File: src/ptc_pkg.sv
// ----------------------------------------------------------------------------
// ptc_pkg
// Shared types and constants for the pressure and temperature compensation
// pipeline.
// ----------------------------------------------------------------------------
package ptc_pkg;

  localparam int DivBits = 64;

  localparam logic signed [33:0] TfOffset = 34'sd128000;
  localparam logic [20:0]        PBase    = 21'd1048576;
  localparam logic [11:0]        NumScale = 12'd3125;
  localparam logic [63:0]        P1Bias   = 64'h0000_8000_0000_0000;

  typedef enum logic [7:0] {
    RegTempCoef  = 8'd0,
    RegPressLow  = 8'd1,
    RegPressMid  = 8'd2,
    RegPressHigh = 8'd3
  } cfg_reg_e;

  typedef struct packed {
    logic [15:0] t1;
    logic [15:0] t2;
    logic [15:0] t3;
    logic [15:0] p1;
    logic [15:0] p2;
    logic [15:0] p3;
    logic [15:0] p4;
    logic [15:0] p5;
    logic [15:0] p6;
    logic [15:0] p7;
    logic [15:0] p8;
    logic [15:0] p9;
  } coef_t;

  typedef struct packed {
    logic [31:0] tf;
    logic [19:0] raw_pressure;
  } tf_t;

  typedef struct packed {
    logic [63:0] num;
    logic [30:0] den;
    logic        zero;
    logic [15:0] temp;
  } div_in_t;

  typedef struct packed {
    logic [63:0] dq;
    logic        neg;
    logic        zero;
    logic [15:0] temp;
  } div_out_t;

endpackage

File: src/ptc_temp.sv
// ----------------------------------------------------------------------------
// ptc_temp
// Three-stage 32-bit fine temperature computation.
// ----------------------------------------------------------------------------
module ptc_temp (
  input  logic           clk_i,
  input  logic           rst_ni,
  input  logic           en_i,
  input  ptc_pkg::coef_t coef_i,
  input  logic           in_valid_i,
  input  logic [19:0]    raw_temperature_i,
  input  logic [19:0]    raw_pressure_i,
  output logic           in_ready_o,
  output logic           out_valid_o,
  output ptc_pkg::tf_t   out_o
);
  import ptc_pkg::*;

  logic [2:0] vld_q;
  logic       ld1;

  logic signed [17:0] a_t;
  logic signed [16:0] d_t;
  logic signed [33:0] at2_d, at2_q;
  logic signed [33:0] dd_d, dd_q;
  logic [19:0]        rp1_q, rp2_q, rp3_q;

  logic signed [20:0] v1t_d, v1t_q;
  logic signed [19:0] v2a;
  logic signed [35:0] v2t3_d, v2t3_q;
  logic signed [31:0] tf_d, tf_q;

  // The first stage can take a request while the rest of the pipe is stalled.
  assign ld1        = en_i || !vld_q[0];
  assign in_ready_o = ld1;

  always_comb begin
    a_t    = $signed({1'b0, raw_temperature_i[19:3]}) - $signed({1'b0, coef_i.t1, 1'b0});
    d_t    = $signed({1'b0, raw_temperature_i[19:4]}) - $signed({1'b0, coef_i.t1});
    at2_d  = a_t * $signed(coef_i.t2);
    dd_d   = d_t * d_t;
    v1t_d  = $signed(at2_q[31:11]);
    v2a    = $signed(dd_q[31:12]);
    v2t3_d = v2a * $signed(coef_i.t3);
    tf_d   = v1t_q + $signed(v2t3_q[31:14]);
  end

  always_ff @(posedge clk_i or negedge rst_ni) begin
    if (!rst_ni) begin
      vld_q <= '0;
    end else begin
      if (ld1) vld_q[0] <= in_valid_i;
      if (en_i) vld_q[2:1] <= vld_q[1:0];
    end
  end

  always_ff @(posedge clk_i) begin
    if (ld1) begin
      at2_q <= at2_d;
      dd_q  <= dd_d;
      rp1_q <= raw_pressure_i;
    end
    if (en_i) begin
      v1t_q  <= v1t_d;
      v2t3_q <= v2t3_d;
      rp2_q  <= rp1_q;
      tf_q   <= tf_d;
      rp3_q  <= rp2_q;
    end
  end

  assign out_valid_o        = vld_q[2];
  assign out_o.tf           = tf_q;
  assign out_o.raw_pressure = rp3_q;

endmodule

File: config.mk
export PLATFORM = sky130hd
export DESIGN_NAME = ptc_temp
export DESIGN_NICKNAME = d
export VERILOG_FILES = /design/src/ptc_pkg.sv /design/src/ptc_temp.sv
export SDC_FILE = /design/constraint.sdc
export NUM_CORES = 2
export LEC_CHECK = 0
export BUFFER_PORTS_ARGS = -buffer_cell sky130_fd_sc_hd__buf_4
export CAP_MARGIN = 20
export CORE_UTILIZATION = 55
export DETAILED_ROUTE_END_ITERATION = 6
export PLACE_DENSITY = 0.78
export SYNTH_ARGS = -nofsm -noshare
export SYNTH_HDL_FRONTEND = slang
export SYNTH_SLANG_ARGS = --single-unit
File: constraint.sdc
create_clock -name clk_i -period 17.65 [get_ports clk_i]
set_input_delay 3.53 -clock clk_i [delete_from_list [all_inputs] [get_ports clk_i]]
set_output_delay 3.53 -clock clk_i [all_outputs]
set_load 0.005 [all_outputs]
# Word level (Yosys, flattened, before mapping)
# Cells that the tools add are included.
# word_totals
input_bits,236
reg_bits,212
out_inout_bits,54
elab_cells,18
# op_classes
add_sub_neg,3
n_mul,3
reduce_logical,2
# ops
operator,count
17-bit by 17-bit multiplier with 32-bit output,1
18-bit by 16-bit multiplier with 32-bit output,1
20-bit by 16-bit multiplier with 32-bit output,1
21-bit by 18-bit adder with 22-bit output,1
17-bit by 17-bit subtractor with 18-bit output,1
16-bit by 16-bit subtractor with 17-bit output,1
1-bit logical NOT,1
1-bit logical OR,1

# Depth between registers and ports, before layout
# depth
word_depth,2
ltp_mapped,35
ltp_nobuf,34

# Worst setup path before layout
# No wires, ideal clock.
# synth_path
path_type,input -> register
startpoint,input port raw_temperature_i[4]
endpoint,"register at2_q[31], data pin"
path_buffers,2
t_required_ps,17392
cell_stages,31
path_slack_ps,6830
setup_time_ps,258
arrival_ps,10563
cell_sequence,inv_1 -> ha_1 -> fa_1 -> nor2b_1 -> o31a_1 -> o211ai_2 -> a21oi_2 -> a31oi_4 -> o21a_1 -> buf_4 -> clkbuf_1 -> nand2_1 -> inv_1 -> fa_1 -> inv_1 -> fa_1 -> fa_1 -> fa_1 -> fa_1 -> fa_1 -> inv_1 -> ha_1 -> a21oi_1 -> o211ai_1 -> a31oi_1 -> nor2_1 -> nor2_1 -> a21oi_2 -> a41oi_1 -> xnor3_1 -> xnor2_1
# synth_via
elab_chain_cells,2
# synth_rtl
element,line,rtl
from (decl),ptc_temp.sv:11,"input logic [19:0] raw_temperature_i,"
17-bit by 17-bit subtractor with 18-bit output,ptc_temp.sv:38,"a_t = $signed({1'b0, raw_temperature_i[19:3]}) - $signed({1'b0, coef_i.t1, 1'b0});"
18-bit by 16-bit multiplier with 32-bit output,ptc_temp.sv:40,at2_d = a_t * $signed(coef_i.t2);
net at2_d[31],ptc_temp.sv:24,"logic signed [33:0] at2_d, at2_q;"
to (signal assigned),ptc_temp.sv:59,at2_q <= at2_d;
to (decl),ptc_temp.sv:24,
# The timed path passes the listed nets, and every way through them passes these cells.
# A chain may end at the register's enable or synchronous reset.

# Worst setup path in the final report
# Ends and elaborated chain as after synthesis.

==> flow_summary.yaml <==
placed_design:
  gp_congestion: 0.877
  hpwl_um: 62900
  place_area_mm2: 0.0379
  numPortBuffers: 142
min_path:
  hp-class: "reg -> reg"
synthesis:
  synth.distinct_cells: 74
  yosysSeqAreaShare_pct: 13.7
  syn_area_per_cell_um2: 9.84
  synth-edff-count: 162
  yosys.area.top_type: "fa_1"
  ys.flop_type: "edfxtp_1"
  async_flop_share_pct: 1.82
  ys_seq_elements: 165
  synth_fp_nets: 4994
  ys_top_cells_by_area: "fa_1 (45%), edfxtp_1 (13%), inv_1 (10%), ha_1 (9.6%), nand2_1 (4.9%)"
  syn_inst: 3665
  synth_top_area_share_pct: 45.3
  synthesis.area_mm2: 0.0361
  ys_warn_count: 0
clocking:
  clkSinkCount: 165
  cts_tree: "yes"
  path_clk_slew_ps: 70
  cts_buffer_depth: 2
  cts_resized: 0
  htreeDepth: 4
  cts_buffers: 17
  clock_latency_ps: 460
  cts_hold_buf: 0
  clockRootBuffer: "clkbuf_16"
  cts_setup_buffers: 0
timing:
  clock_skew_ps: 18.5
  setup_viol: 0
  period_share_pct: 70.5
  max_freq_mhz: 80.3
  finalSetupTns_ps: 0
  drv_slew: 0
  hold_slack_ps: 419
  relSlewSlack_pct: 29.5
  rsz0062_at_grt: "false"
  finalCriticalPeriod_ps: 12450
  final-hold-violation-count: 0
  worstMarginPinSlew_ps: 1050
layout:
  final_util_pct: 59.6
  drive_above_1_share_pct: 6.29
  nFillCells: 5316
  antenna_cells: 0
  final_nets: 5051
  area_delta_synth_final_pct: 6.78
  final_cell_mix: "inv_1 (1,001), fa_1 (816), nand2_1 (467), ha_1 (277), and2_1 (213)"
  stdcell_area_mm2: 0.0385
  layout.cells.most_common: "inv_1"
route:
  dr_wl_met2_um: 39900
  wire_per_inst_um: 17.1
  vias: 24332
  drt_iter0_drc: 1515
  route.met3.wl_um: 5260
  routed_wl_um: 78400
  drc: 0
  wl_met1_um: 30300
  antenna_left: 0
  via_per_inst: 5.30
  first_pass_iters: 5
  routed.top_layer: "met4"
setup_path:
  cp-start-kind: "input port"
  cp_data_required_time_ps: 17850
  cp_max_fo: 28
  cpMostUsedCell: "fa_1"
  worst-path-buf-inv: 7
  crit_arrival_ps: 12650
  worstSetupPathType: "in -> reg"
  slowest_stage: "xnor2_2"
  worstSetupEndpointType: "flip-flop"
  critPathMaxStageDelay_ps: 690
  critPathTopFamily: "adder cells"
die:
  io_pins: 290
  initial_utilization_pct: 55.8
  coreArea_mm2: 0.0646
  die-area_mm2: 0.0666
  die_w_um: 258
  rows: 93
  die_y_um: 258
global_route:
  grt_max_degree: 63
  track_usage_pct: 25.2
  grt_pass1_vias: 26818
  antenna_found_initial: 1
  gr-total-overflow: 0
  grt_first_pass_wirelength_um: 133000
run:
  max_cap_viol_count: 0
status:
  status: "finished clean"
==> synth_stat cells (all sizes together) (4+ instances only) <==
cell type  number
inv          1007
fa            816
nand2         467
ha            277
and2          213
edfxtp        162
nor2          112
clkbuf        110
xnor2         107
a21oi          68
nand2b         32
nor2b          32
xor2           32
o21ai          30
a21o           28
nor3           24
buf            20
nand3          15
o21a           15
o21bai         10
a211oi          8
a31oi           7
nand4           6
o211ai          6
a211o           4
o31ai           4
or2             4
or3             4
==> state kept, by name, summed over array words and instances, names as in the netlist <==
register / cells
rp2_q: 20
dd_q: 20
vld_q: 3
at2_q: 21
rp3_q: 20
tf_q: 22
rp1_q: 20
v2t3_q: 18
v1t_q: 21
==> metrics by stage <==
step                cells  worst slack [ps]
finish               4590              5200
global route         4590              4920
CTS                  4590              5430
detailed placement   4558              4950
global placement     4558              4980
floorplan            3665              6830
==> path summary, 6_finish.rpt <==
path	endpoint	cells after the start	from	slack (ps)
setup / recovery	at2_q[31]$_DFFE_PP_	33	raw_temperature_i[4]	5200
hold / removal	rp2_q[12]$_DFFE_PP_	0	rp1_q[12]$_DFFE_PP_	420
setup reg to reg	v2t3_q[30]$_DFFE_PP_	21	dd_q[19]$_DFFE_PP_	10340
hold reg to reg	rp2_q[12]$_DFFE_PP_	0	rp1_q[12]$_DFFE_PP_	420
max in group asynchronous	vld_q[1]$_DFFE_PN0P_	1	rst_ni	14710
min in group asynchronous	vld_q[0]$_DFFE_PN0P_	1	rst_ni	2850
==> cell families after synthesis <==
logic type / count (synthesis) / share of synthesized area, %
buffers and inverters: 1140 / 12.0
adders and majority gates: 1093 / 54.9
and+or+nand+nor: 919 / 11.9
AOI/OAI and AO/OA: 206 / 3.87
DFF: 165 / 13.7
xor gates and xnor gates: 140 / 3.53
muxes: 2 / 0.0625
==> layer usage <==
layer / up-vias / GRT usage [%]
li1: 10813 / -
met1: 12502 / 31.7
met2: 830 / 43.9
met3: 187 / 3.93
met4: 0 / 9.37
met5: - / 0
==> cell type report <==
type                       instances  area [um2]  area share (%)
multi-input combinational       2360       26800            69.7
sequential                       165        4940            12.8
inverter                        1010        3790            9.85
timing repair buffer             168        1260            3.28
tap                              855        1070            2.78
clock buffer                      17         425            1.11
clock inverter                    15         184           0.478
==> worst register-to-register path, stage by stage, from the launching register on <==
cell	delay, ps
edfxtp_1	830
nand2_1	190
fa_1	550
inv_1	50
fa_1	480
inv_1	50
fa_1	480
fa_1	560
inv_1	60
fa_1	480
inv_1	50
fa_1	500
inv_1	50
ha_1	290
nand3_1	180
nor3_1	220
nor2_1	110
o21ai_0	420
o31ai_1	210
a311oi_1	420
o21ai_1	150
o311ai_0	680
Power is left out: the tool's default activity adds up to more than one toggle a clock period on the data nets, which glitch-free logic cannot reach.
